### config.mk
export PLATFORM = sky130hd
export DESIGN_NAME = random_byte_pool_extractor
export DESIGN_NICKNAME = d
export VERILOG_FILES = /design/src/design/rbp_pkg.sv /design/src/design/rbp_ram.sv /design/src/design/rbp_extract.sv /design/src/design/random_byte_pool_extractor.sv
export SDC_FILE = /design/constraint.sdc
export NUM_CORES = 1
export LEC_CHECK = 0
export BUFFER_PORTS_ARGS = -buffer_cell sky130_fd_sc_hd__buf_4
export CAP_MARGIN = 20
export CORE_MARGIN = 2
export CORE_UTILIZATION = 35
export DETAILED_ROUTE_END_ITERATION = 10
export PLACE_DENSITY = 0.59
export SETUP_SLACK_MARGIN = 0.3
export SYNTH_ARGS = -nofsm -noshare
export SYNTH_HDL_FRONTEND = slang
export SYNTH_SLANG_ARGS = --single-unit
### constraint.sdc
create_clock -name aclk -period 8.3 [get_ports aclk]
set_input_delay 2.075 -clock aclk [delete_from_list [all_inputs] [get_ports aclk]]
set_output_delay 2.075 -clock aclk [all_outputs]
set_load 0.05 [all_outputs]
### src/design/rbp_pkg.sv
`timescale 1ns / 1ps
// ----------------------------------------------------------------------------
// rbp_pkg: shared types and constants for the random byte pool
// Item kinds, field widths, sequencer states and helper functions.
// ----------------------------------------------------------------------------
package rbp_pkg;

    localparam int BYTE_W   = 8;
    localparam int VALUE_W  = 32;
    localparam int BITS_W   = 6;
    localparam int NEED_W   = 3;
    localparam int IDX_W    = 2;
    localparam int MAX_BITS = 32;

    localparam logic KIND_BYTE    = 1'b0;
    localparam logic KIND_REQUEST = 1'b1;

    typedef enum logic [1:0] {
        ST_IDLE,
        ST_EXTRACT,
        ST_RESULT
    } state_t;

    typedef enum logic [1:0] {
        EX_IDLE,
        EX_ISSUE,
        EX_CAPTURE,
        EX_MASK
    } ex_state_t;

    typedef struct packed {
        logic              start;
        logic [BITS_W-1:0] bits;
    } ex_cmd_t;

    typedef struct packed {
        logic rd_en;
        logic done;
    } ex_status_t;

    // requests above 32 bits are served as 32
    function automatic logic [BITS_W-1:0] clamp_bits(input logic [BITS_W-1:0] bits);
        if (bits > BITS_W'(MAX_BITS)) begin
            return BITS_W'(MAX_BITS);
        end
        return bits;
    endfunction

    // ceil(bits / 8), valid for clamped counts only
    function automatic logic [NEED_W-1:0] need_bytes(input logic [BITS_W-1:0] bits);
        logic [BITS_W:0] sum;
        sum = {1'b0, bits} + (BITS_W + 1)'(BYTE_W - 1);
        return sum[NEED_W+2:3];
    endfunction

endpackage

### src/design/rbp_ram.sv
`timescale 1ns / 1ps
// ----------------------------------------------------------------------------
// rbp_ram: generic single-port-write, single-port-read RAM
// One write and one registered read per cycle.
// ----------------------------------------------------------------------------
module rbp_ram #(
    parameter int WIDTH = 8,
    parameter int DEPTH = 32
) (
    input  logic                     aclk,
    input  logic                     wr_en,
    input  logic [$clog2(DEPTH)-1:0] wr_addr,
    input  logic [WIDTH-1:0]         wr_data,
    input  logic                     rd_en,
    input  logic [$clog2(DEPTH)-1:0] rd_addr,
    output logic [WIDTH-1:0]         rd_data
);

    logic [WIDTH-1:0] mem [DEPTH];
    logic [WIDTH-1:0] rd_data_reg;

    always_ff @(posedge aclk) begin
        if (wr_en) begin
            mem[wr_addr] <= wr_data;
        end
        if (rd_en) begin
            rd_data_reg <= mem[rd_addr];
        end
    end

    assign rd_data = rd_data_reg;

endmodule

### src/design/rbp_extract.sv
`timescale 1ns / 1ps
// ----------------------------------------------------------------------------
// rbp_extract: byte assembler for bit requests
// Issues and captures each pool byte, packs it little-endian, then masks.
// ----------------------------------------------------------------------------
module rbp_extract (
    input  logic                        aclk,
    input  logic                        aresetn,
    input  rbp_pkg::ex_cmd_t            cmd,
    input  logic [rbp_pkg::BYTE_W-1:0]  rd_data,
    output rbp_pkg::ex_status_t         status,
    output logic [rbp_pkg::VALUE_W-1:0] value
);

    rbp_pkg::ex_state_t state_reg, state_next;
    logic [rbp_pkg::BITS_W-1:0]  bits_reg, bits_next;
    logic [rbp_pkg::NEED_W-1:0]  need_reg, need_next;
    logic [rbp_pkg::IDX_W-1:0]   idx_reg, idx_next;
    logic [rbp_pkg::VALUE_W-1:0] acc_reg, acc_next;
    logic [rbp_pkg::VALUE_W:0]   mask_wide;

    always_ff @(posedge aclk) begin
        if (!aresetn) begin
            state_reg <= rbp_pkg::EX_IDLE;
        end else begin
            state_reg <= state_next;
        end
        bits_reg <= bits_next;
        need_reg <= need_next;
        idx_reg  <= idx_next;
        acc_reg  <= acc_next;
    end

    always_comb begin
        state_next = state_reg;
        bits_next  = bits_reg;
        need_next  = need_reg;
        idx_next   = idx_reg;
        acc_next   = acc_reg;
        status     = '0;
        unique case (state_reg)
            rbp_pkg::EX_IDLE: begin
                if (cmd.start) begin
                    bits_next  = cmd.bits;
                    need_next  = rbp_pkg::need_bytes(cmd.bits);
                    idx_next   = '0;
                    acc_next   = '0;
                    state_next = rbp_pkg::EX_ISSUE;
                end
            end
            rbp_pkg::EX_ISSUE: begin
                status.rd_en = 1'b1;
                state_next   = rbp_pkg::EX_CAPTURE;
            end
            rbp_pkg::EX_CAPTURE: begin
                acc_next[{idx_reg, 3'b000} +: rbp_pkg::BYTE_W] = rd_data;
                if (rbp_pkg::NEED_W'(idx_reg) + rbp_pkg::NEED_W'(1) == need_reg) begin
                    state_next = rbp_pkg::EX_MASK;
                end else begin
                    idx_next   = idx_reg + rbp_pkg::IDX_W'(1);
                    state_next = rbp_pkg::EX_ISSUE;
                end
            end
            rbp_pkg::EX_MASK: begin
                status.done = 1'b1;
                state_next  = rbp_pkg::EX_IDLE;
            end
            default: begin
                state_next = rbp_pkg::EX_IDLE;
            end
        endcase
    end

    // 33-bit form gives all ones for a full 32-bit request
    assign mask_wide = ((rbp_pkg::VALUE_W + 1)'(1) << bits_reg) - (rbp_pkg::VALUE_W + 1)'(1);
    assign value     = acc_reg & mask_wide[rbp_pkg::VALUE_W-1:0];

endmodule

### src/design/random_byte_pool_extractor.sv
// Flow: an item that takes no bytes goes from acceptance through the result state
//   into the output register; a request served from n pool bytes first runs the
//   byte assembler, which issues and captures each byte on the pool RAM's single
//   read port, then masks. Items are accepted only when idle, so one at a time.
// Reset (synchronous, active low): pool empty, pointers zero, no request held,
//   source enabled, output empty. The pool RAM itself is not cleared.
`timescale 1ns / 1ps
// ----------------------------------------------------------------------------
// random_byte_pool_extractor: ring pool of entropy bytes with bit requests
// Stores incoming bytes in a ring RAM and answers requests of up to 32 bits,
// holding one short request until enough bytes have arrived.
// ----------------------------------------------------------------------------
module random_byte_pool_extractor #(
    parameter int POOL_DEPTH = 32
) (
    input  logic                        aclk,
    input  logic                        aresetn,
    // input requests
    input  logic                        s_valid,
    output logic                        s_ready,
    input  logic                        s_kind,
    input  logic [rbp_pkg::BYTE_W-1:0]  s_random_byte,
    input  logic [rbp_pkg::BITS_W-1:0]  s_request_bits,
    // results
    output logic                        m_valid,
    input  logic                        m_ready,
    output logic                        m_value_valid,
    output logic [rbp_pkg::VALUE_W-1:0] m_random_value,
    output logic                        m_source_run,
    output logic                        m_byte_dropped
);

    localparam int PTR_W = $clog2(POOL_DEPTH);
    localparam int CNT_W = $clog2(POOL_DEPTH + 1);

    // sequencer and pool state
    rbp_pkg::state_t state_reg, state_next;
    logic [PTR_W-1:0]           wp_reg, wp_next;
    logic [PTR_W-1:0]           rp_reg, rp_next;
    logic [CNT_W-1:0]           fill_reg, fill_next;
    logic                       waiting_reg, waiting_next;
    logic [rbp_pkg::BITS_W-1:0] wbits_reg, wbits_next;
    logic                       src_reg, src_next;

    // result being built for the current request
    logic                        res_valid_reg, res_valid_next;
    logic [rbp_pkg::VALUE_W-1:0] res_value_reg, res_value_next;
    logic                        res_dropped_reg, res_dropped_next;

    // output register
    logic                        m_valid_reg, m_valid_next;
    logic                        m_value_valid_reg, m_value_valid_next;
    logic [rbp_pkg::VALUE_W-1:0] m_random_value_reg, m_random_value_next;
    logic                        m_source_run_reg, m_source_run_next;
    logic                        m_byte_dropped_reg, m_byte_dropped_next;

    // helpers
    logic                        accept;
    logic [PTR_W-1:0]            wp_inc, rp_inc;
    logic [CNT_W-1:0]            fill_inc;
    logic [rbp_pkg::BITS_W-1:0]  req_bits;
    logic [rbp_pkg::NEED_W-1:0]  need_req, need_wait;
    logic                        ram_wr_en;
    logic [rbp_pkg::BYTE_W-1:0]  ram_rd_data;
    rbp_pkg::ex_cmd_t            ex_cmd;
    rbp_pkg::ex_status_t         ex_status;
    logic [rbp_pkg::VALUE_W-1:0] ex_value;

    assign accept    = s_valid && s_ready;
    assign s_ready   = (state_reg == rbp_pkg::ST_IDLE);

    // ring pointers wrap at the pool depth, which need not be a power of two
    assign wp_inc    = (wp_reg == PTR_W'(POOL_DEPTH - 1)) ? '0 : wp_reg + PTR_W'(1);
    assign rp_inc    = (rp_reg == PTR_W'(POOL_DEPTH - 1)) ? '0 : rp_reg + PTR_W'(1);
    assign fill_inc  = fill_reg + CNT_W'(1);
    assign req_bits  = rbp_pkg::clamp_bits(s_request_bits);
    assign need_req  = rbp_pkg::need_bytes(req_bits);
    assign need_wait = rbp_pkg::need_bytes(wbits_reg);

    rbp_ram #(
        .WIDTH (rbp_pkg::BYTE_W),
        .DEPTH (POOL_DEPTH)
    ) u_pool (
        .aclk    (aclk),
        .wr_en   (ram_wr_en),
        .wr_addr (wp_reg),
        .wr_data (s_random_byte),
        .rd_en   (ex_status.rd_en),
        .rd_addr (rp_reg),
        .rd_data (ram_rd_data)
    );

    rbp_extract u_extract (
        .aclk    (aclk),
        .aresetn (aresetn),
        .cmd     (ex_cmd),
        .rd_data (ram_rd_data),
        .status  (ex_status),
        .value   (ex_value)
    );

    always_ff @(posedge aclk) begin
        if (!aresetn) begin
            state_reg   <= rbp_pkg::ST_IDLE;
            wp_reg      <= '0;
            rp_reg      <= '0;
            fill_reg    <= '0;
            waiting_reg <= 1'b0;
            wbits_reg   <= '0;
            src_reg     <= 1'b1;
            m_valid_reg <= 1'b0;
        end else begin
            state_reg   <= state_next;
            wp_reg      <= wp_next;
            rp_reg      <= rp_next;
            fill_reg    <= fill_next;
            waiting_reg <= waiting_next;
            wbits_reg   <= wbits_next;
            src_reg     <= src_next;
            m_valid_reg <= m_valid_next;
        end
        res_valid_reg      <= res_valid_next;
        res_value_reg      <= res_value_next;
        res_dropped_reg    <= res_dropped_next;
        m_value_valid_reg  <= m_value_valid_next;
        m_random_value_reg <= m_random_value_next;
        m_source_run_reg   <= m_source_run_next;
        m_byte_dropped_reg <= m_byte_dropped_next;
    end

    always_comb begin
        state_next          = state_reg;
        wp_next             = wp_reg;
        rp_next             = rp_reg;
        fill_next           = fill_reg;
        waiting_next        = waiting_reg;
        wbits_next          = wbits_reg;
        src_next            = src_reg;
        res_valid_next      = res_valid_reg;
        res_value_next      = res_value_reg;
        res_dropped_next    = res_dropped_reg;
        m_valid_next        = m_valid_reg;
        m_value_valid_next  = m_value_valid_reg;
        m_random_value_next = m_random_value_reg;
        m_source_run_next   = m_source_run_reg;
        m_byte_dropped_next = m_byte_dropped_reg;
        ram_wr_en           = 1'b0;
        ex_cmd              = '0;

        // output register drains independently of the sequencer
        if (m_ready) begin
            m_valid_next = 1'b0;
        end

        unique case (state_reg)
            rbp_pkg::ST_IDLE: begin
                if (accept) begin
                    res_valid_next   = 1'b0;
                    res_value_next   = '0;
                    res_dropped_next = 1'b0;
                    state_next       = rbp_pkg::ST_RESULT;
                    if (s_kind == rbp_pkg::KIND_BYTE) begin
                        if (fill_reg == CNT_W'(POOL_DEPTH)) begin
                            // full pool: byte lost, nothing else moves
                            res_dropped_next = 1'b1;
                        end else begin
                            ram_wr_en = 1'b1;
                            wp_next   = wp_inc;
                            fill_next = fill_inc;
                            if (fill_inc == CNT_W'(POOL_DEPTH)) begin
                                src_next = 1'b0;
                            end
                            // this byte may complete the held request
                            if (waiting_reg && fill_inc >= CNT_W'(need_wait)) begin
                                ex_cmd.start   = 1'b1;
                                ex_cmd.bits    = wbits_reg;
                                fill_next      = fill_inc - CNT_W'(need_wait);
                                src_next       = 1'b1;
                                waiting_next   = 1'b0;
                                wbits_next     = '0;
                                res_valid_next = 1'b1;
                                state_next     = rbp_pkg::ST_EXTRACT;
                            end
                        end
                    end else if (!waiting_reg) begin
                        if (s_request_bits == '0) begin
                            // zero-bit request answers at once with zero
                            res_valid_next = 1'b1;
                        end else if (fill_reg >= CNT_W'(need_req)) begin
                            ex_cmd.start   = 1'b1;
                            ex_cmd.bits    = req_bits;
                            fill_next      = fill_reg - CNT_W'(need_req);
                            src_next       = 1'b1;
                            res_valid_next = 1'b1;
                            state_next     = rbp_pkg::ST_EXTRACT;
                        end else begin
                            // short pool: hold the request, keep the source running
                            waiting_next = 1'b1;
                            wbits_next   = req_bits;
                            src_next     = 1'b1;
                        end
                    end
                    // a request while one is held falls through with an empty result
                end
            end
            rbp_pkg::ST_EXTRACT: begin
                if (ex_status.rd_en) begin
                    rp_next = rp_inc;
                end
                if (ex_status.done) begin
                    res_value_next = ex_value;
                    state_next     = rbp_pkg::ST_RESULT;
                end
            end
            rbp_pkg::ST_RESULT: begin
                if (!m_valid_reg || m_ready) begin
                    m_valid_next        = 1'b1;
                    m_value_valid_next  = res_valid_reg;
                    m_random_value_next = res_value_reg;
                    m_source_run_next   = src_reg;
                    m_byte_dropped_next = res_dropped_reg;
                    state_next          = rbp_pkg::ST_IDLE;
                end
            end
            default: begin
                state_next = rbp_pkg::ST_IDLE;
            end
        endcase
    end

    assign m_valid        = m_valid_reg;
    assign m_value_valid  = m_value_valid_reg;
    assign m_random_value = m_random_value_reg;
    assign m_source_run   = m_source_run_reg;
    assign m_byte_dropped = m_byte_dropped_reg;

endmodule
# Word-level counts from Yosys, hierarchy flattened
# Memory sizes are Yosys's and may differ from the RTL's. A register that Yosys moved wholly into a read port is not among the register bits.
# Index checks and enable logic that the tools add are counted.
[op_classes]
addsub = 12
magnitude_cmp = 3
n_eq_ne = 20
shifts = 3
n_mux = 77
bitwise = 3
n_reduce_logical = 24
[ops]
columns = ["cell", "n"]
rows = [
  ["$pmux W32 S2", 2],
  ["$mux W32", 3],
  ["$mux W6", 14],
  ["$mux W7", 8],
  ["$and A32 B32 Y32", 1],
  ["$bwmux W32", 1],
  ["$shift A8 B7 Y32 const A", 1],
  ["$shiftx A8 B7 Y32", 1],
  ["$shl A1 B6 Y32 const A", 1],
  ["$sub A32 B2 Y32 const B", 1],
  ["$mux W1", 31],
  ["$mux W2", 13],
  ["$add A6 B3 Y6 const B", 3],
  ["$ne A2 B2 Y1 const B", 8],
  ["$eq A6 B6 Y1 const B", 2],
  ["$ge A6 B3 Y1", 2],
  ["$reduce_and A6 Y1", 2],
  ["$sub A6 B3 Y6", 2],
  ["$add A5 B1 Y5 const B", 2],
  ["$eq A5 B5 Y1 const B", 2],
  ["$mux W5", 2],
  ["$reduce_and A2 Y1", 5],
  ["$reduce_and A3 Y1", 3],
  ["$pmux W2 S4", 1],
  ["21 further kinds", 31],
]
[word_totals]
ff_bits = 141
ramBits = 256
in_bits = 19
out_inout_bits = 37
memories = 1
[memory_table]
columns = ["name", "words", "width", "rd", "rd_ports_with_merged_regs", "wr", "line_no", "source"]
rows = [
  ["u_pool.mem", 32, 8, 1, 1, 1, "rbp_ram.sv:19", "logic [WIDTH-1:0] mem [DEPTH];"],
]

# Depth between registers and ports, before layout
# Gate-level depths: netlist of the first run.
[depth]
depth_word = 13
mapped_depth = 13
mapped_depth_nobuf = 12

# By module
# Synthesis of the first run repeated with hierarchy kept, for this count alone.
[unflattened]
cells_unflattened = 1122
hier_area_um2 = 17600.6
[by_module_without_submodules]
columns = ["mod", "n_inst", "cells_each", "area_each_um2", "seq_area_each_um2"]
rows = [
  ["rbp_ram", 1, 417, 10133.5, 7927.6],
  ["random_byte_pool_extractor", 1, 357, 4335.4, 2612.5],
  ["rbp_extract", 1, 348, 3131.8, 1331.3],
]

# Worst setup path after synthesis of the first run
# No wires, ideal clock.
[synth_timing]
path_kind = "in2reg"
from = "input port s_request_bits[1] (netlist bit)"
to = "register u_extract.acc_reg[0] (netlist bit), enable pin"
setup_time_ns = 0.432
t_arrival_ns = 5.344
t_required_ns = 7.868
setup_slack_ns = 2.524
path_stages = 12
n_path_buf = 0
cell_sequence = "nor3_1 > nor2_1 > o21ba_2 > ha_1 > inv_1 > fa_1 > a21oi_1 > o22ai_1 > nand3_1 > o21ai_0 > nand2_1 > a21oi_1"
[synth_between]
elab_chain_cells = 13
[synth_rtl]
columns = ["item", "line_no", "source"]
rows = [
  ["start: declaration", "random_byte_pool_extractor.sv:23", "input logic [rbp_pkg::BITS_W-1:0] s_request_bits,"],
  ["$gt A6 B6 Y1", "rbp_pkg.sv:43", "if (bits > BITS_W'(MAX_BITS)) begin"],
  ["$mux W1", "rbp_pkg.sv:43", ""],
  ["$mux W6", "rbp_pkg.sv:46", "return bits;"],
  ["$add A6 B3 Y6", "rbp_pkg.sv:52", "sum = {1'b0, bits} + (BITS_W + 1)'(BYTE_W - 1);"],
  ["$ge A6 B3 Y1", "random_byte_pool_extractor.sv:189", "end else if (fill_reg >= CNT_W'(need_req)) begin"],
  ["$mux W7", "random_byte_pool_extractor.sv:189", ""],
  ["$mux W7 (*)", "random_byte_pool_extractor.sv:186", "if (s_request_bits == '0) begin"],
  ["$mux W7 (*)", "random_byte_pool_extractor.sv:185", "end else if (!waiting_reg) begin"],
  ["$mux W7 (*)", "random_byte_pool_extractor.sv:162", "if (s_kind == rbp_pkg::KIND_BYTE) begin"],
  ["$mux W7 (*)", "random_byte_pool_extractor.sv:157", "if (accept) begin"],
  ["$mux W7 (*)", "random_byte_pool_extractor.sv:155", "unique case (state_reg)"],
  ["$ne A2 B2 Y1 (no line) (*)", "n/a", ""],
  ["$reduce_and A2 Y1 (no line) (*)", "n/a", ""],
  ["end signal: assignment", "rbp_extract.sv:31", "acc_reg <= acc_next;"],
  ["end: declaration", "rbp_extract.sv:19", "logic [rbp_pkg::VALUE_W-1:0] acc_reg, acc_next;"],
]
# Mark *: on every way between the ends. The rest lies on a longest branch, timed or not.
# A chain may end at the register's enable or synchronous reset.

# Final worst setup path of the first run
[layout_timing]
from = "input port s_request_bits[1] (netlist bit)"
to = "register u_extract.bits_reg[1] (netlist bit), enable pin"
[layout_between]
elab_chain_cells = 12
[layout_rtl]
columns = ["item", "line_no", "source"]
rows = [
  ["$gt A6 B6 Y1", "rbp_pkg.sv:43", ""],
  ["$mux W1", "rbp_pkg.sv:43", ""],
  ["$mux W6", "rbp_pkg.sv:46", ""],
  ["$add A6 B3 Y6", "rbp_pkg.sv:52", ""],
  ["$ge A6 B3 Y1", "random_byte_pool_extractor.sv:189", ""],
  ["$mux W7", "random_byte_pool_extractor.sv:189", ""],
  ["$mux W7 (*)", "random_byte_pool_extractor.sv:186", ""],
  ["$mux W7 (*)", "random_byte_pool_extractor.sv:185", ""],
  ["$mux W7 (*)", "random_byte_pool_extractor.sv:162", ""],
  ["$mux W7 (*)", "random_byte_pool_extractor.sv:157", ""],
  ["$mux W7 (*)", "random_byte_pool_extractor.sv:155", ""],
  ["$reduce_and A2 Y1 (no line) (*)", "n/a", ""],
  ["end signal: assignment", "rbp_extract.sv:28", "bits_reg <= bits_next;"],
  ["end: declaration", "rbp_extract.sv:16", "logic [rbp_pkg::BITS_W-1:0] bits_reg, bits_next;"],
]
# Marks and branches as above.

==> flow_summary.html, run 1 <==
<table>
<tr><th>Metric</th><th>Value</th></tr>
<tr><th colspan="2">Clock network</th></tr>
<tr><td>Total CTS buffers</td><td>42</td></tr>
<tr><td>Number of buffers on the longest clock path</td><td>3</td></tr>
<tr><td>Total number of clock tree sinks</td><td>405</td></tr>
<tr><td>Buffer count from post-CTS setup fixing</td><td>0</td></tr>
<tr><td>Insertion delay of the later-clocked pin in the worst-skew pair</td><td>0.56 ns</td></tr>
<tr><td>Number of buffers inserted by hold repair at cts</td><td>0</td></tr>
<tr><td>Master cell of the clock root buffer</td><td>clkbuf_16</td></tr>
<tr><td>H-Tree Depth</td><td>2</td></tr>
<tr><td>Clock tree from TritonCTS</td><td>built</td></tr>
<tr><td>Clk pin slew, worst setup/hold paths</td><td>roughly 0.050 ns</td></tr>
<tr><td>Post_cts resized</td><td>0</td></tr>
<tr><th colspan="2">Setup path</th></tr>
<tr><td>Crit path max fanout</td><td>9</td></tr>
<tr><td>Bufs and invs on worst path</td><td>2</td></tr>
<tr><td>Cells traversed along the worst timing path</td><td>buf_4 &gt; nor3_1 &gt; nor2_1 &gt; o21ba_2 &gt; ha_1 &gt; inv_1 &gt; fa_1 &gt; a21oi_1 &gt; o22ai_1 &gt; nand3_1 &gt; o21ai_0 &gt; nand2_1 &gt; nor2_1</td></tr>
<tr><td>Setup crit end kind</td><td>flop</td></tr>
<tr><td>Worst Setup SP</td><td>s_request_bits[1]</td></tr>
<tr><td>Crit path DAT</td><td>4.79 ns</td></tr>
<tr><td>Most Frequent Cell on Critical Path</td><td>nor2_1</td></tr>
<tr><td>Launch point of the worst reg-to-reg path</td><td>wbits_reg[0]$_SDFFE_PN0P_</td></tr>
<tr><td>Family with the most delay on the worst path</td><td>simple AND/OR/NAND/NOR gates</td></tr>
<tr><td>Critical path's slowest cell</td><td>nor2_1</td></tr>
<tr><td>Crit start category</td><td>primary input</td></tr>
<tr><td>Critical Setup Path Class</td><td>primary input to flop</td></tr>
<tr><td>Destination of the worst register-to-register timing path</td><td>u_extract.bits_reg[1]$_DFFE_PP_</td></tr>
<tr><td>Cell depth of the worst flop-to-flop path</td><td>10</td></tr>
<tr><td>WP data required</td><td>8.47 ns</td></tr>
<tr><td>Register-to-register setup slack</td><td>4.73 ns</td></tr>
<tr><td>Worst stage delay on the critical path</td><td>0.61 ns</td></tr>
<tr><th colspan="2">STA</th></tr>
<tr><td>Highest clock rate</td><td>216.6 MHz</td></tr>
<tr><td>Final setup viols</td><td>0</td></tr>
<tr><td>Largest clock skew in the final design</td><td>roughly 0.022 ns</td></tr>
<tr><td>Number of pins with negative max-slew slack in the final report</td><td>0</td></tr>
<tr><td>Shortest period the worst path allows</td><td>approximately 4.6 ns</td></tr>
<tr><td>Sum of negative setup slack</td><td>0 ns</td></tr>
<tr><td>Final period util</td><td>between 50 and 60%</td></tr>
<tr><td>Slew margin rel.</td><td>29.98%</td></tr>
<tr><td>Hold Fails Final Rpt</td><td>0</td></tr>
<tr><td>Worst Tran Pin Value</td><td>1.042 ns</td></tr>
<tr><td>Setup repair after global routing missed its margin</td><td>no</td></tr>
<tr><td>Tightest hold margin</td><td>0.4170 ns</td></tr>
<tr><th colspan="2">Layout</th></tr>
<tr><td>Final nets</td><td>~1200</td></tr>
<tr><td>Filler instances</td><td>4442</td></tr>
<tr><td>Reg with most FFs</td><td>u_pool.mem</td></tr>
<tr><td>Final design utilization</td><td>40.19%</td></tr>
<tr><td>Synthesis-to-finish area growth</td><td>13.96%</td></tr>
<tr><td>Fraction of layout instances using a drive strength above 1</td><td>19.52%</td></tr>
<tr><td>Number of flip-flops in the largest register</td><td>about 260</td></tr>
<tr><td>Diodes inserted</td><td>0</td></tr>
<tr><td>Design area</td><td>19590 sq um</td></tr>
<tr><th colspan="2">Min path</th></tr>
<tr><td>Hold Startpoint</td><td>res_value_reg[12]$_SDFFCE_PN0P_</td></tr>
<tr><td>HP Class</td><td>flop to flop</td></tr>
<tr><td>Hold-critical path endpoint</td><td>m_random_value[12]$_DFFE_PP_</td></tr>
<tr><td>Cells on Worst Hold Path</td><td>0</td></tr>
<tr><th colspan="2">Synthesis</th></tr>
<tr><td>Mean cell area of the mapped netlist</td><td>15.83 sq um</td></tr>
<tr><td>Post-synthesis instance area</td><td>17190 sq um</td></tr>
<tr><td>Library cell occupying the most area in the post-synthesis netlist</td><td>edfxtp_1</td></tr>
<tr><td>Async S/R FF share, synth</td><td>0%</td></tr>
<tr><td>Instance count of the mapped netlist</td><td>between 1000 and 1500</td></tr>
<tr><td>Top cells by area, synth</td><td>edfxtp_1, mux4_2, dfxtp_1, a21oi_1, nor2_1</td></tr>
<tr><td>Area share of the leading cell type in the synthesized netlist</td><td>65.68%</td></tr>
<tr><td>Top cells by instance count after synthesis</td><td>edfxtp_1, nor2_1, mux4_2</td></tr>
<tr><td>Post-synthesis sequential area ratio</td><td>69.05%</td></tr>
<tr><td>Flip-flop and latch count after synthesis</td><td>between 400 and 500</td></tr>
<tr><td>Most common flop cell mapped by yosys</td><td>edfxtp_1</td></tr>
<tr><td>Synthesized Nets</td><td>1129</td></tr>
<tr><td>Number of warning messages in the yosys log</td><td>0</td></tr>
<tr><td>Most frequently used cell type in the post-synthesis netlist</td><td>edfxtp_1</td></tr>
<tr><td>Cell variety after synth</td><td>73</td></tr>
<tr><td>Number of flops mapped to enable cells by yosys</td><td>376</td></tr>
<tr><th colspan="2">Power</th></tr>
<tr><td>Internal Power</td><td>between 3 and 4 mW</td></tr>
<tr><td>Switching fraction of total power</td><td>25.21%</td></tr>
<tr><td>Portion of total power attributed to combinational logic</td><td>11.4%</td></tr>
<tr><td>Maximum vdd ir drop</td><td>0.0001880 V</td></tr>
<tr><td>Proportion of power drawn by flip-flops and latches</td><td>a little over 50%</td></tr>
<tr><td>Clock power share</td><td>37.8%</td></tr>
<tr><td>Total power density per cell area</td><td>246.0 nW/um^2</td></tr>
<tr><td>Lkg Pwr</td><td>6.253 nW</td></tr>
<tr><td>Switching power summed over all nets</td><td>1.215 mW</td></tr>
<tr><th colspan="2">Global routing</th></tr>
<tr><td>Initial antenna violation count</td><td>0</td></tr>
<tr><td>Global-route wire length before repair</td><td>56.72 mm</td></tr>
<tr><td>Grt ovf</td><td>0</td></tr>
<tr><td>Tot GR Track Use</td><td>14.68%</td></tr>
<tr><td>Maximum number of pins on one net before global-route repair</td><td>69</td></tr>
<tr><td>Via count of the first global-routing pass</td><td>9351</td></tr>
<tr><th colspan="2">Place</th></tr>
<tr><td>Area of placed instances</td><td>18280 sq um</td></tr>
<tr><td>Dpl hpwl</td><td>23.03 mm</td></tr>
<tr><td>RD Place Congestion</td><td>approximately 0.83</td></tr>
<tr><td>Port Buf Inserts</td><td>55</td></tr>
<tr><th colspan="2">Route</th></tr>
<tr><td>Count of nets left with antenna violations after detail routing</td><td>0</td></tr>
<tr><td>DR vias/cell</td><td>5.199</td></tr>
<tr><td>Detailed-route wire length</td><td>roughly 37 mm</td></tr>
<tr><td>Detailed-routing iteration count for the pre-antenna-repair pass</td><td>5</td></tr>
<tr><td>Vias post-DR</td><td>9525</td></tr>
<tr><td>Total DRC errors in the routed layout</td><td>0</td></tr>
<tr><td>DR WL/cell</td><td>19.99 um</td></tr>
<tr><td>Drt initial violations</td><td>874</td></tr>
<tr><th colspan="2">Floorplan</th></tr>
<tr><td>IO Pins</td><td>56</td></tr>
<tr><td>Die outline area</td><td>around 51000 sq um</td></tr>
<tr><td>Starting Density</td><td>35.27%</td></tr>
<tr><td>Placeable core region</td><td>48750 sq um</td></tr>
<tr><td>Height of the chip</td><td>225.6 um</td></tr>
<tr><td>Row count</td><td>81</td></tr>
<tr><td>Overall die width</td><td>between 200 and 250 um</td></tr>
<tr><th colspan="2">Run status</th></tr>
<tr><td>Result of the run</td><td>finished, final reports clean</td></tr>
<tr><th colspan="2">Job</th></tr>
<tr><td>Count of maximum capacitance violations</td><td>0</td></tr>
</table>
-- per-stage QoR --
stage          setup WS [ns]  cells  total power [mW]
6_report               3.683   1832             4.819
2_1_floorplan          2.524   1086             2.858
4_1_cts                3.722   1832             4.865
5_1_grt                3.406   1832             5.014
3_3_place_gp           3.243   1758             3.027
3_5_place_dp           3.118   1758             3.034
-- kinds of logic (layout without fill, tap and decap cells) --
| family | Yosys count | in the layout | synth area share, % |
|---|---|---|---|
| adder cells (fa/ha/maj) | 24 | 24 | 1.834 |
| XOR/XNOR | 18 | 18 | 0.9170 |
| buffers and inverters | 74 | 156 | 1.849 |
| AO/OA/AOI/OAI | 159 | 159 | 5.742 |
| flip-flops | 405 | 405 | 69.05 |
| AND/OR/NAND/NOR | 312 | 312 | 9.251 |
| multiplexers | 94 | 94 | 11.35 |
-- worst register-to-register path, cell delays in order (launching register included) --
cell and delay (ns):
dfxtp_1 0.33, nor3_1 0.41, xnor2_1 0.15, ha_1 0.24, fa_1 0.39, a21bo_2 0.20, a21oi_1 0.12, a41o_1 0.33
o21ai_0 0.24, nand2_1 0.18, nor2_1 0.61
-- worst max path at each step --
stage                                         endpoint  cells past startpoint
CTS                    u_extract.bits_reg[1]$_DFFE_PP_                     13
global placement       u_extract.need_reg[0]$_DFFE_PP_                     13
detailed placement     u_extract.need_reg[0]$_DFFE_PP_                     13
floorplan           u_extract.acc_reg[0]$_SDFFCE_PN0P_                     12
finish                 u_extract.bits_reg[1]$_DFFE_PP_                     13
global route           u_extract.need_reg[2]$_DFFE_PP_                     13
-- metal layers --
metal	GRT usage, %	part of all wire (%)
met5	0	0
met3	2.550	7.0
met1	21.10	45
met4	4.550	2.5
met2	22.79	46
-- cell usage in the layout (no fill, tap or decap), types with 8 or more instances in the layout --
cell       count
clkinv_1      11
nor3_1        17
o21ai_0       25
and3_1        21
dfxtp_1       27
mux4_2        80
a21oi_1       74
nand2b_1      14
nor2b_1       37
nand3_1       21
xor2_1        10
clkbuf_16     42
nor2_1        98
xnor2_1        8
a31oi_1        9
mux2_2         8
nand2_1       56
inv_1         19
edfxtp_1     376
clkbuf_1       8
ha_1          22
buf_4         63
-- final cells by class --
type / count / area, sq um / share of cell area, %
Timing Repair Buffer: 63 / 473.0 / 2.414
Tap cell: 664 / 830.8 / 4.241
Sequential cell: 405 / 11880 / 60.62
Clock inverter: 24 / 235.2 / 1.201
Inverter: 19 / 71.32 / 0.3640
Multi-Input combinational cell: 607 / 5024 / 25.64
Clock buffer: 50 / 1081 / 5.518
-- power by group through the flow --
stage	Sequential, mW	Combinational (mW)	Clock (mW)
CTS	2.44	0.553	1.87
floorplan	2.51	0.348	0
detailed placement	2.49	0.548	0
global route	2.46	0.607	1.95
finish	2.45	0.551	1.82
global placement	2.49	0.542	0
Note: power is estimated with default switching activity, not from simulation.
==> inputs of run 2 (changes only) <==
--- a/config.mk
+++ b/config.mk
@@ -5,12 +5,13 @@
 export SDC_FILE = /design/constraint.sdc
 export NUM_CORES = 1
 export LEC_CHECK = 0
+export ABC_AREA = 1
 export BUFFER_PORTS_ARGS = -buffer_cell sky130_fd_sc_hd__buf_4
 export CAP_MARGIN = 20
 export CORE_MARGIN = 2
 export CORE_UTILIZATION = 35
 export DETAILED_ROUTE_END_ITERATION = 10
-export PLACE_DENSITY = 0.59
+export PLACE_DENSITY = 0.61
 export SETUP_SLACK_MARGIN = 0.3
 export SYNTH_ARGS = -nofsm -noshare
 export SYNTH_HDL_FRONTEND = slang
==> constraint.sdc (replaced) <==
create_clock -name aclk -period 3.75 [get_ports aclk]
set_input_delay 0.9375 -clock aclk [delete_from_list [all_inputs] [get_ports aclk]]
set_output_delay 0.9375 -clock aclk [all_outputs]
set_load 0.05 [all_outputs]
==> flow_summary.html, run 2 <==
<table>
<tr><th>Metric</th><th>Value</th></tr>
<tr><th colspan="2">Global routing</th></tr>
<tr><td>Grt ovf</td><td>0</td></tr>
<tr><td>Global-route wire length before repair</td><td>66.04 mm</td></tr>
<tr><td>Tot GR Track Use</td><td>approximately 16%</td></tr>
<tr><td>Maximum number of pins on one net before global-route repair</td><td>85</td></tr>
<tr><td>Initial antenna violation count</td><td>0</td></tr>
<tr><td>Via count of the first global-routing pass</td><td>11930</td></tr>
<tr><th colspan="2">Power</th></tr>
<tr><td>Lkg Pwr</td><td>7.546 nW</td></tr>
<tr><td>Total power density per cell area</td><td>between 500 and 600 nW/um^2</td></tr>
<tr><td>Maximum vdd ir drop</td><td>0.0004074 V</td></tr>
<tr><th colspan="2">Route</th></tr>
<tr><td>DR WL/cell</td><td>17.38 um</td></tr>
<tr><td>Count of nets left with antenna violations after detail routing</td><td>0</td></tr>
<tr><td>DR vias/cell</td><td>5.086</td></tr>
<tr><td>Detailed-route wire length</td><td>around 42 mm</td></tr>
<tr><td>Total DRC errors in the routed layout</td><td>0</td></tr>
<tr><td>Drt initial violations</td><td>996</td></tr>
<tr><td>Vias post-DR</td><td>12310</td></tr>
<tr><td>Detailed-routing iteration count for the pre-antenna-repair pass</td><td>6</td></tr>
<tr><th colspan="2">Layout</th></tr>
<tr><td>Fraction of layout instances using a drive strength above 1</td><td>between 10% and 20%</td></tr>
<tr><td>Synthesis-to-finish area growth</td><td>15.29%</td></tr>
<tr><td>Final nets</td><td>1750</td></tr>
<tr><td>Most frequent cells in the layout</td><td>edfxtp_1, nor2_1, nand2_1</td></tr>
<tr><td>Diodes inserted</td><td>0</td></tr>
<tr><td>Design area</td><td>between 20000 and 25000 sq um</td></tr>
<tr><td>Number of flip-flops in the largest register</td><td>about 260</td></tr>
<tr><td>Reg with most FFs</td><td>u_pool.mem</td></tr>
<tr><td>Leading cell type in the layout, fill and taps excluded</td><td>edfxtp_1</td></tr>
<tr><th colspan="2">Clock network</th></tr>
<tr><td>Master cell of the clock root buffer</td><td>clkbuf_16</td></tr>
<tr><td>Total CTS buffers</td><td>43</td></tr>
<tr><td>H-Tree Depth</td><td>2</td></tr>
<tr><td>Post_cts resized</td><td>0</td></tr>
<tr><td>Clk pin slew, worst setup/hold paths</td><td>0.06 ns</td></tr>
<tr><td>Total number of clock tree sinks</td><td>405</td></tr>
<tr><td>Buffer count from post-CTS setup fixing</td><td>0</td></tr>
<tr><td>Clock tree from TritonCTS</td><td>built</td></tr>
<tr><td>Number of buffers on the longest clock path</td><td>3</td></tr>
<tr><td>Number of buffers inserted by hold repair at cts</td><td>0</td></tr>
<tr><td>Insertion delay of the later-clocked pin in the worst-skew pair</td><td>0.58 ns</td></tr>
<tr><th colspan="2">Place</th></tr>
<tr><td>RD Place Congestion</td><td>0.9048</td></tr>
<tr><td>Area of placed instances</td><td>19360 sq um</td></tr>
<tr><td>Port Buf Inserts</td><td>55</td></tr>
<tr><td>Dpl hpwl</td><td>between 20 and 30 mm</td></tr>
<tr><th colspan="2">Synthesis</th></tr>
<tr><td>Cell variety after synth</td><td>between 50 and 60</td></tr>
<tr><td>Async S/R FF share, synth</td><td>0%</td></tr>
<tr><td>Number of flops mapped to enable cells by yosys</td><td>376</td></tr>
<tr><td>Most common flop cell mapped by yosys</td><td>edfxtp_1</td></tr>
<tr><td>Post-synthesis sequential area ratio</td><td>66.05%</td></tr>
<tr><td>Instance count of the mapped netlist</td><td>1631</td></tr>
<tr><td>Post-synthesis instance area</td><td>17970 sq um</td></tr>
<tr><td>Most frequently used cell type in the post-synthesis netlist</td><td>edfxtp_1</td></tr>
<tr><td>Mean cell area of the mapped netlist</td><td>11.02 sq um</td></tr>
<tr><td>Library cell occupying the most area in the post-synthesis netlist</td><td>edfxtp_1</td></tr>
<tr><td>Top cells by area, synth</td><td>edfxtp_1, nor2_1, o21ai_0, nand2_1, dfxtp_1</td></tr>
<tr><td>Area share of the leading cell type in the synthesized netlist</td><td>62.82%</td></tr>
<tr><td>Number of warning messages in the yosys log</td><td>0</td></tr>
<tr><td>Synthesized Nets</td><td>1674</td></tr>
<tr><td>Top cells by instance count after synthesis</td><td>edfxtp_1, nor2_1, nand2_1</td></tr>
<tr><td>Flip-flop and latch count after synthesis</td><td>about 400</td></tr>
<tr><th colspan="2">Min path</th></tr>
<tr><td>Hold Startpoint</td><td>res_value_reg[11]$_SDFFCE_PN0P_</td></tr>
<tr><td>Hold-critical path endpoint</td><td>m_random_value[11]$_DFFE_PP_</td></tr>
<tr><td>HP Class</td><td>flop to flop</td></tr>
<tr><td>Cells on Worst Hold Path</td><td>0</td></tr>
<tr><th colspan="2">Floorplan</th></tr>
<tr><td>Die outline area</td><td>53180 sq um</td></tr>
<tr><td>Row count</td><td>83</td></tr>
<tr><td>Overall die width</td><td>~230 um</td></tr>
<tr><td>Height of the chip</td><td>230.6 um</td></tr>
<tr><td>IO Pins</td><td>56</td></tr>
<tr><td>Placeable core region</td><td>50990 sq um</td></tr>
<tr><td>Starting Density</td><td>35.25%</td></tr>
<tr><th colspan="2">STA</th></tr>
<tr><td>Setup repair after global routing missed its margin</td><td>no</td></tr>
<tr><td>Number of pins with negative max-slew slack in the final report</td><td>0</td></tr>
<tr><td>Final setup viols</td><td>0</td></tr>
<tr><td>Hold Fails Final Rpt</td><td>0</td></tr>
<tr><td>Worst Tran Pin Value</td><td>1.071 ns</td></tr>
<tr><td>Final period util</td><td>83.11%</td></tr>
<tr><td>Largest clock skew in the final design</td><td>0.03063 ns</td></tr>
<tr><td>Shortest period the worst path allows</td><td>roughly 3.1 ns</td></tr>
<tr><td>Highest clock rate</td><td>320.9 MHz</td></tr>
<tr><td>Sum of negative setup slack</td><td>0 ns</td></tr>
<tr><td>Slew margin rel.</td><td>between 20 and 30%</td></tr>
<tr><th colspan="2">Setup path</th></tr>
<tr><td>Setup crit end kind</td><td>flop</td></tr>
<tr><td>Register-to-register setup slack</td><td>0.63 ns</td></tr>
<tr><td>Crit path DAT</td><td>3.37 ns</td></tr>
<tr><td>Crit start category</td><td>flop</td></tr>
<tr><td>Crit path max fanout</td><td>32</td></tr>
<tr><td>Destination of the worst register-to-register timing path</td><td>u_extract.acc_reg[7]$_SDFFCE_PN0P_</td></tr>
<tr><td>Cell depth of the worst flop-to-flop path</td><td>16</td></tr>
<tr><td>Launch point of the worst reg-to-reg path</td><td>fill_reg[0]$_SDFFE_PN0P_</td></tr>
<tr><td>WP data required</td><td>4.00 ns</td></tr>
<tr><td>Critical Setup Path Class</td><td>flop to flop</td></tr>
<tr><th colspan="2">Run status</th></tr>
<tr><td>Result of the run</td><td>finished, final reports clean</td></tr>
<tr><th colspan="2">Job</th></tr>
<tr><td>Count of maximum capacitance violations</td><td>0</td></tr>
</table>
run 2: cell types whose count changed in the layout (fill, tap and decap cells not counted), sizes merged, moves of 41 or more:
| cell | change |
|---|---|
| inv | +129 |
| mux4 | -80 |
| buf | +41 |
| o22ai | +48 |
| nor2 | +176 |
| o21ai | +139 |
| nand3 | +54 |
| nand2 | +161 |
run 2: cell families after synthesis:
kind of cell	after synthesis	share of synthesized area, %
AND/OR/NAND/NOR	643	16.31
adder cells (fa/ha/maj)	24	1.754
buffers and inverters	227	5.033
AO/OA/AOI/OAI	323	10.41
XOR/XNOR	9	0.4386
flip-flops	405	66.05
run 2: worst max-delay path by stage:
stage / from / endpoint / slack [ns] / cells after the start
after floorplan: s_request_bits[1] / u_extract.idx_reg[0]$_SDFFCE_PN0P_ / 0.17 / 21
after global placement: s_request_bits[5] / u_extract.acc_reg[0]$_SDFFCE_PN0P_ / 0.30 / 18
after detailed placement: s_request_bits[5] / u_extract.need_reg[0]$_DFFE_PP_ / 0.19 / 19
after CTS: fill_reg[0]$_SDFFE_PN0P_ / u_extract.acc_reg[7]$_SDFFCE_PN0P_ / 0.65 / 16
after global routing: fill_reg[0]$_SDFFE_PN0P_ / u_extract.acc_reg[19]$_SDFFCE_PN0P_ / 0.45 / 16
final: fill_reg[0]$_SDFFE_PN0P_ / u_extract.acc_reg[7]$_SDFFCE_PN0P_ / 0.63 / 16
run 2: per-layer routing:
layer | vias to the layer above | global-route usage (%) | wire, um
li1 | 5926 | - | -
met1 | 5966 | 20.73 | 18750
met2 | 327 | 25.85 | 19710
met3 | 94 | 2.829 | 2204
met4 | 0 | 6.190 | 1405
met5 | - | 0 | 0
run 2: layout make-up:
class                   instances  area, sq um
flip-flops and latches        405        11880
well taps                     680        850.8
fillers                      4824        30270
clock buffers                  54         1117
inverters                     154        589.3
repair buffers                104        793.3
clock inverters                25        241.5
multi-input cells             999         5254
run 2: critical path: stages (launching register included):
cell and delay (ns):
dfxtp_1 0.51, inv_1 0.15, ha_1 0.34, inv_1 0.08, fa_1 0.44, nor2_1 0.15, nor2_1 0.08, nand2_1 0.07
inv_1 0.06, nand2_4 0.11, nand2_4 0.07, inv_6 0.10, nand2_4 0.06, nand2_4 0.08, nand2_4 0.06, o21ai_4 0.19
buf_12 0.22
run 2: metrics by stage:
stage               total power [mW]  util, %  worst slack [ns]  instances  hold slack (ns)
detailed placement             7.422    37.97            0.1895       2342           0.4045
global placement               7.384    37.97            0.2967       2342           0.4007
floorplan                      6.857        -            0.1666       1631           0.4003
CTS                            11.55    40.64            0.6470       2421           0.4175
global route                   11.96    40.64            0.4483       2421           0.4235
finish                         11.44    40.64            0.6333       2421           0.4155
run 2: power breakdown:
part	internal, mW	switching (mW)	leakage (nW)
Combinational	0.545	1.29	3.20
Clock	2.34	1.77	0.663
Sequential	5.30	0.196	3.68
==> inputs of run 3 (changes only) <==
--- a/config.mk
+++ b/config.mk
@@ -11,7 +11,7 @@
 export CORE_MARGIN = 2
 export CORE_UTILIZATION = 35
 export DETAILED_ROUTE_END_ITERATION = 10
-export PLACE_DENSITY = 0.61
+export PLACE_DENSITY = 0.59
 export SETUP_SLACK_MARGIN = 0.3
 export SYNTH_ARGS = -nofsm -noshare
 export SYNTH_HDL_FRONTEND = slang
==> constraint.sdc (replaced) <==
create_clock -name aclk -period 2.95 [get_ports aclk]
set_input_delay 0.7375 -clock aclk [delete_from_list [all_inputs] [get_ports aclk]]
set_output_delay 0.7375 -clock aclk [all_outputs]
set_load 0.05 [all_outputs]
==> flow_summary.html, run 3 (same netlist as run 2, synthesis figures left out) <==
<table>
<tr><th>Metric</th><th>Value</th></tr>
<tr><th colspan="2">Run status</th></tr>
<tr><td>Result of the run</td><td>finished, final reports clean</td></tr>
<tr><th colspan="2">Clock network</th></tr>
<tr><td>Total number of clock tree sinks</td><td>405</td></tr>
<tr><td>Master cell of the clock root buffer</td><td>clkbuf_16</td></tr>
<tr><td>Number of buffers on the longest clock path</td><td>3</td></tr>
<tr><td>H-Tree Depth</td><td>2</td></tr>
<tr><td>Number of buffers inserted by hold repair at cts</td><td>0</td></tr>
<tr><td>Clock tree from TritonCTS</td><td>built</td></tr>
<tr><td>Clk pin slew, worst setup/hold paths</td><td>0.06 ns</td></tr>
<tr><td>Insertion delay of the later-clocked pin in the worst-skew pair</td><td>0.59 ns</td></tr>
<tr><td>Total CTS buffers</td><td>44</td></tr>
<tr><th colspan="2">Floorplan</th></tr>
<tr><td>Die outline area</td><td>53180 sq um</td></tr>
<tr><td>Placeable core region</td><td>50990 sq um</td></tr>
<tr><td>Row count</td><td>83</td></tr>
<tr><td>IO Pins</td><td>56</td></tr>
<tr><td>Height of the chip</td><td>230.6 um</td></tr>
<tr><td>Starting Density</td><td>35.25%</td></tr>
<tr><td>Overall die width</td><td>~230 um</td></tr>
<tr><th colspan="2">Power</th></tr>
<tr><td>Proportion of power drawn by flip-flops and latches</td><td>46.0%</td></tr>
<tr><td>Portion of total power attributed to combinational logic</td><td>20.4%</td></tr>
<tr><td>Clock power share</td><td>33.6%</td></tr>
<tr><td>Switching power summed over all nets</td><td>4.411 mW</td></tr>
<tr><td>Total power</td><td>15.12 mW</td></tr>
<tr><td>Maximum vdd ir drop</td><td>0.0004585 V</td></tr>
<tr><td>Switching fraction of total power</td><td>between 20 and 30%</td></tr>
<tr><td>Lkg Pwr</td><td>between 7 and 8 nW</td></tr>
<tr><td>Total power density per cell area</td><td>700.5 nW/um^2</td></tr>
<tr><td>Internal Power</td><td>10.71 mW</td></tr>
<tr><th colspan="2">STA</th></tr>
<tr><td>Final period util</td><td>96.01%</td></tr>
<tr><td>Worst Tran Pin Value</td><td>0.9406 ns</td></tr>
<tr><td>Sum of negative setup slack</td><td>0 ns</td></tr>
<tr><td>Number of pins with negative max-slew slack in the final report</td><td>0</td></tr>
<tr><td>Final setup viols</td><td>0</td></tr>
<tr><td>Shortest period the worst path allows</td><td>~2.8 ns</td></tr>
<tr><td>Highest clock rate</td><td>~350 MHz</td></tr>
<tr><td>Largest clock skew in the final design</td><td>about 0.042 ns</td></tr>
<tr><td>Slew margin rel.</td><td>37.15%</td></tr>
<tr><td>Hold Fails Final Rpt</td><td>0</td></tr>
<tr><td>Setup repair after global routing missed its margin</td><td>yes</td></tr>
<tr><td>Final worst-path setup slack</td><td>0.1178 ns</td></tr>
<tr><th colspan="2">Min path</th></tr>
<tr><td>Cells on Worst Hold Path</td><td>0</td></tr>
<tr><td>HP Class</td><td>flop to flop</td></tr>
<tr><th colspan="2">Setup path</th></tr>
<tr><td>Crit start category</td><td>flop</td></tr>
<tr><td>Worst stage delay on the critical path</td><td>0.34 ns</td></tr>
<tr><td>Setup crit end kind</td><td>flop</td></tr>
<tr><td>WP data required</td><td>3.21 ns</td></tr>
<tr><td>Cell depth of the worst flop-to-flop path</td><td>22</td></tr>
<tr><td>Cells traversed along the worst timing path</td><td>nor2_4 &gt; nand2_2 &gt; nand2_2 &gt; nor2_2 &gt; buf_4 &gt; xor2_1 &gt; ha_1 &gt; nand2_2 &gt; nor2_4 &gt; nand3_2 &gt; nand2_2 &gt; inv_2 &gt; nand2_4 &gt; nand2_4 &gt; clkinv_4 &gt; nand2_4 &gt; nand2_4 &gt; nand2_4 &gt; buf_6 &gt; o21ai_4 &gt; buf_12 &gt; buf_12</td></tr>
<tr><td>Levels on crit path</td><td>22</td></tr>
<tr><td>Most Frequent Cell on Critical Path</td><td>nand2_4</td></tr>
<tr><td>Critical path's slowest cell</td><td>ha_1</td></tr>
<tr><td>Bufs and invs on worst path</td><td>6</td></tr>
<tr><td>Crit path DAT</td><td>3.10 ns</td></tr>
<tr><td>Family with the most delay on the worst path</td><td>simple AND/OR/NAND/NOR gates</td></tr>
<tr><td>Critical Setup Path Class</td><td>flop to flop</td></tr>
<tr><td>Crit path max fanout</td><td>11</td></tr>
<tr><th colspan="2">Route</th></tr>
<tr><td>Count of nets left with antenna violations after detail routing</td><td>0</td></tr>
<tr><td>Detailed-route wire length</td><td>43.73 mm</td></tr>
<tr><td>DR vias/cell</td><td>5.089</td></tr>
<tr><td>Vias post-DR</td><td>12630</td></tr>
<tr><td>Detailed-routing iteration count for the pre-antenna-repair pass</td><td>6</td></tr>
<tr><td>DR WL/cell</td><td>between 15 and 20 um</td></tr>
<tr><td>Total DRC errors in the routed layout</td><td>0</td></tr>
<tr><td>Drt initial violations</td><td>around 1100</td></tr>
<tr><th colspan="2">Place</th></tr>
<tr><td>Port Buf Inserts</td><td>55</td></tr>
<tr><td>RD Place Congestion</td><td>approximately 0.9</td></tr>
<tr><td>Dpl hpwl</td><td>~29 mm</td></tr>
<tr><td>Setup WS pre-CTS</td><td>-0.7320 ns</td></tr>
<tr><th colspan="2">Global routing</th></tr>
<tr><td>Global-route wire length before repair</td><td>68.42 mm</td></tr>
<tr><td>Initial antenna violation count</td><td>0</td></tr>
<tr><td>Grt ovf</td><td>0</td></tr>
<tr><td>Maximum number of pins on one net before global-route repair</td><td>131</td></tr>
<tr><td>Tot GR Track Use</td><td>16.26%</td></tr>
<tr><td>Via count of the first global-routing pass</td><td>12290</td></tr>
<tr><th colspan="2">Layout</th></tr>
<tr><td>Fraction of layout instances using a drive strength above 1</td><td>20.81%</td></tr>
<tr><td>Synthesis-to-finish area growth</td><td>20.10%</td></tr>
<tr><td>Filler instances</td><td>4745</td></tr>
<tr><td>Most frequent cells in the layout</td><td>edfxtp_1, nor2_1, nand2_1</td></tr>
<tr><td>Reg with most FFs</td><td>u_pool.mem</td></tr>
<tr><td>Leading cell type in the layout, fill and taps excluded</td><td>edfxtp_1</td></tr>
<tr><td>Number of flip-flops in the largest register</td><td>approximately 260</td></tr>
<tr><td>Diodes inserted</td><td>0</td></tr>
<tr><td>Final nets</td><td>1812</td></tr>
<tr><th colspan="2">Job</th></tr>
<tr><td>Count of maximum capacitance violations</td><td>0</td></tr>
</table>
## run 3: final cells by class
class | count | area, sq um | share of cell area (%)
sequential | 405 | 11880 | 55.03
tap | 680 | 850.8 | 3.942
multi-input combinational | 1000 | 5525 | 25.60
timing repair buffer | 164 | 1401 | 6.492
clock inverter | 24 | 167.7 | 0.7767
inverter | 154 | 599.3 | 2.776
clock buffer | 55 | 1162 | 5.385
## run 3: layer usage
metal / global-route usage, % / share of wire (%) / vias up
met3: 2.149 / 4.6 / 74
met5: 0 / 0 / -
li1: - / - / 6051
met1: 21.52 / 44 / 6159
met2: 27.76 / 49 / 347
met4: 5.060 / 2.2 / 0
## run 3: worst paths after layout
| check | slack (ns) | to | start |
|---|---|---|---|
| worst max-delay path | 0.12 | u_extract.acc_reg[17]$_SDFFCE_PN0P_ | wbits_reg[1]$_SDFFE_PN0P_ |
| worst min-delay path | 0.41 | m_random_value[25]$_DFFE_PP_ | res_value_reg[25]$_SDFFCE_PN0P_ |
| worst max register to register | 0.12 | u_extract.acc_reg[17]$_SDFFCE_PN0P_ | wbits_reg[1]$_SDFFE_PN0P_ |
| worst min register to register | 0.41 | m_random_value[25]$_DFFE_PP_ | res_value_reg[25]$_SDFFCE_PN0P_ |
## run 3: power groups by stage
| stage | combinational [mW] | sequential, mW | clock, mW |
|---|---|---|---|
| after floorplan | 1.51 | 7.21 | 0 |
| after global placement | 2.57 | 7.05 | 0 |
| after detailed placement | 2.61 | 7.06 | 0 |
| after CTS | 2.83 | 6.95 | 5.20 |
| after global routing | 3.39 | 6.98 | 5.42 |
| final | 3.09 | 6.95 | 5.08 |
## run 3: through the flow
step                      utilization (%)  cell area [sq um]  instances  hold WS [ns]
after floorplan                         -              18020       1631        0.4003
after global placement              38.54              19650       2375        0.4010
after detailed placement            38.54              19650       2375        0.4045
after CTS                           41.66              21240       2468        0.4110
after global routing                42.33              21590       2482        0.4108
final                               42.33              21590       2482        0.4124
## run 3: what timing repair did
action / 4_1_cts / 5_1_grt
endpoints found under the setup margin: 67 / 269
setup buffers: 13 / 11
cloned: 1 / 2
resized for setup: 38 / 65
pin swaps: 28 / 33
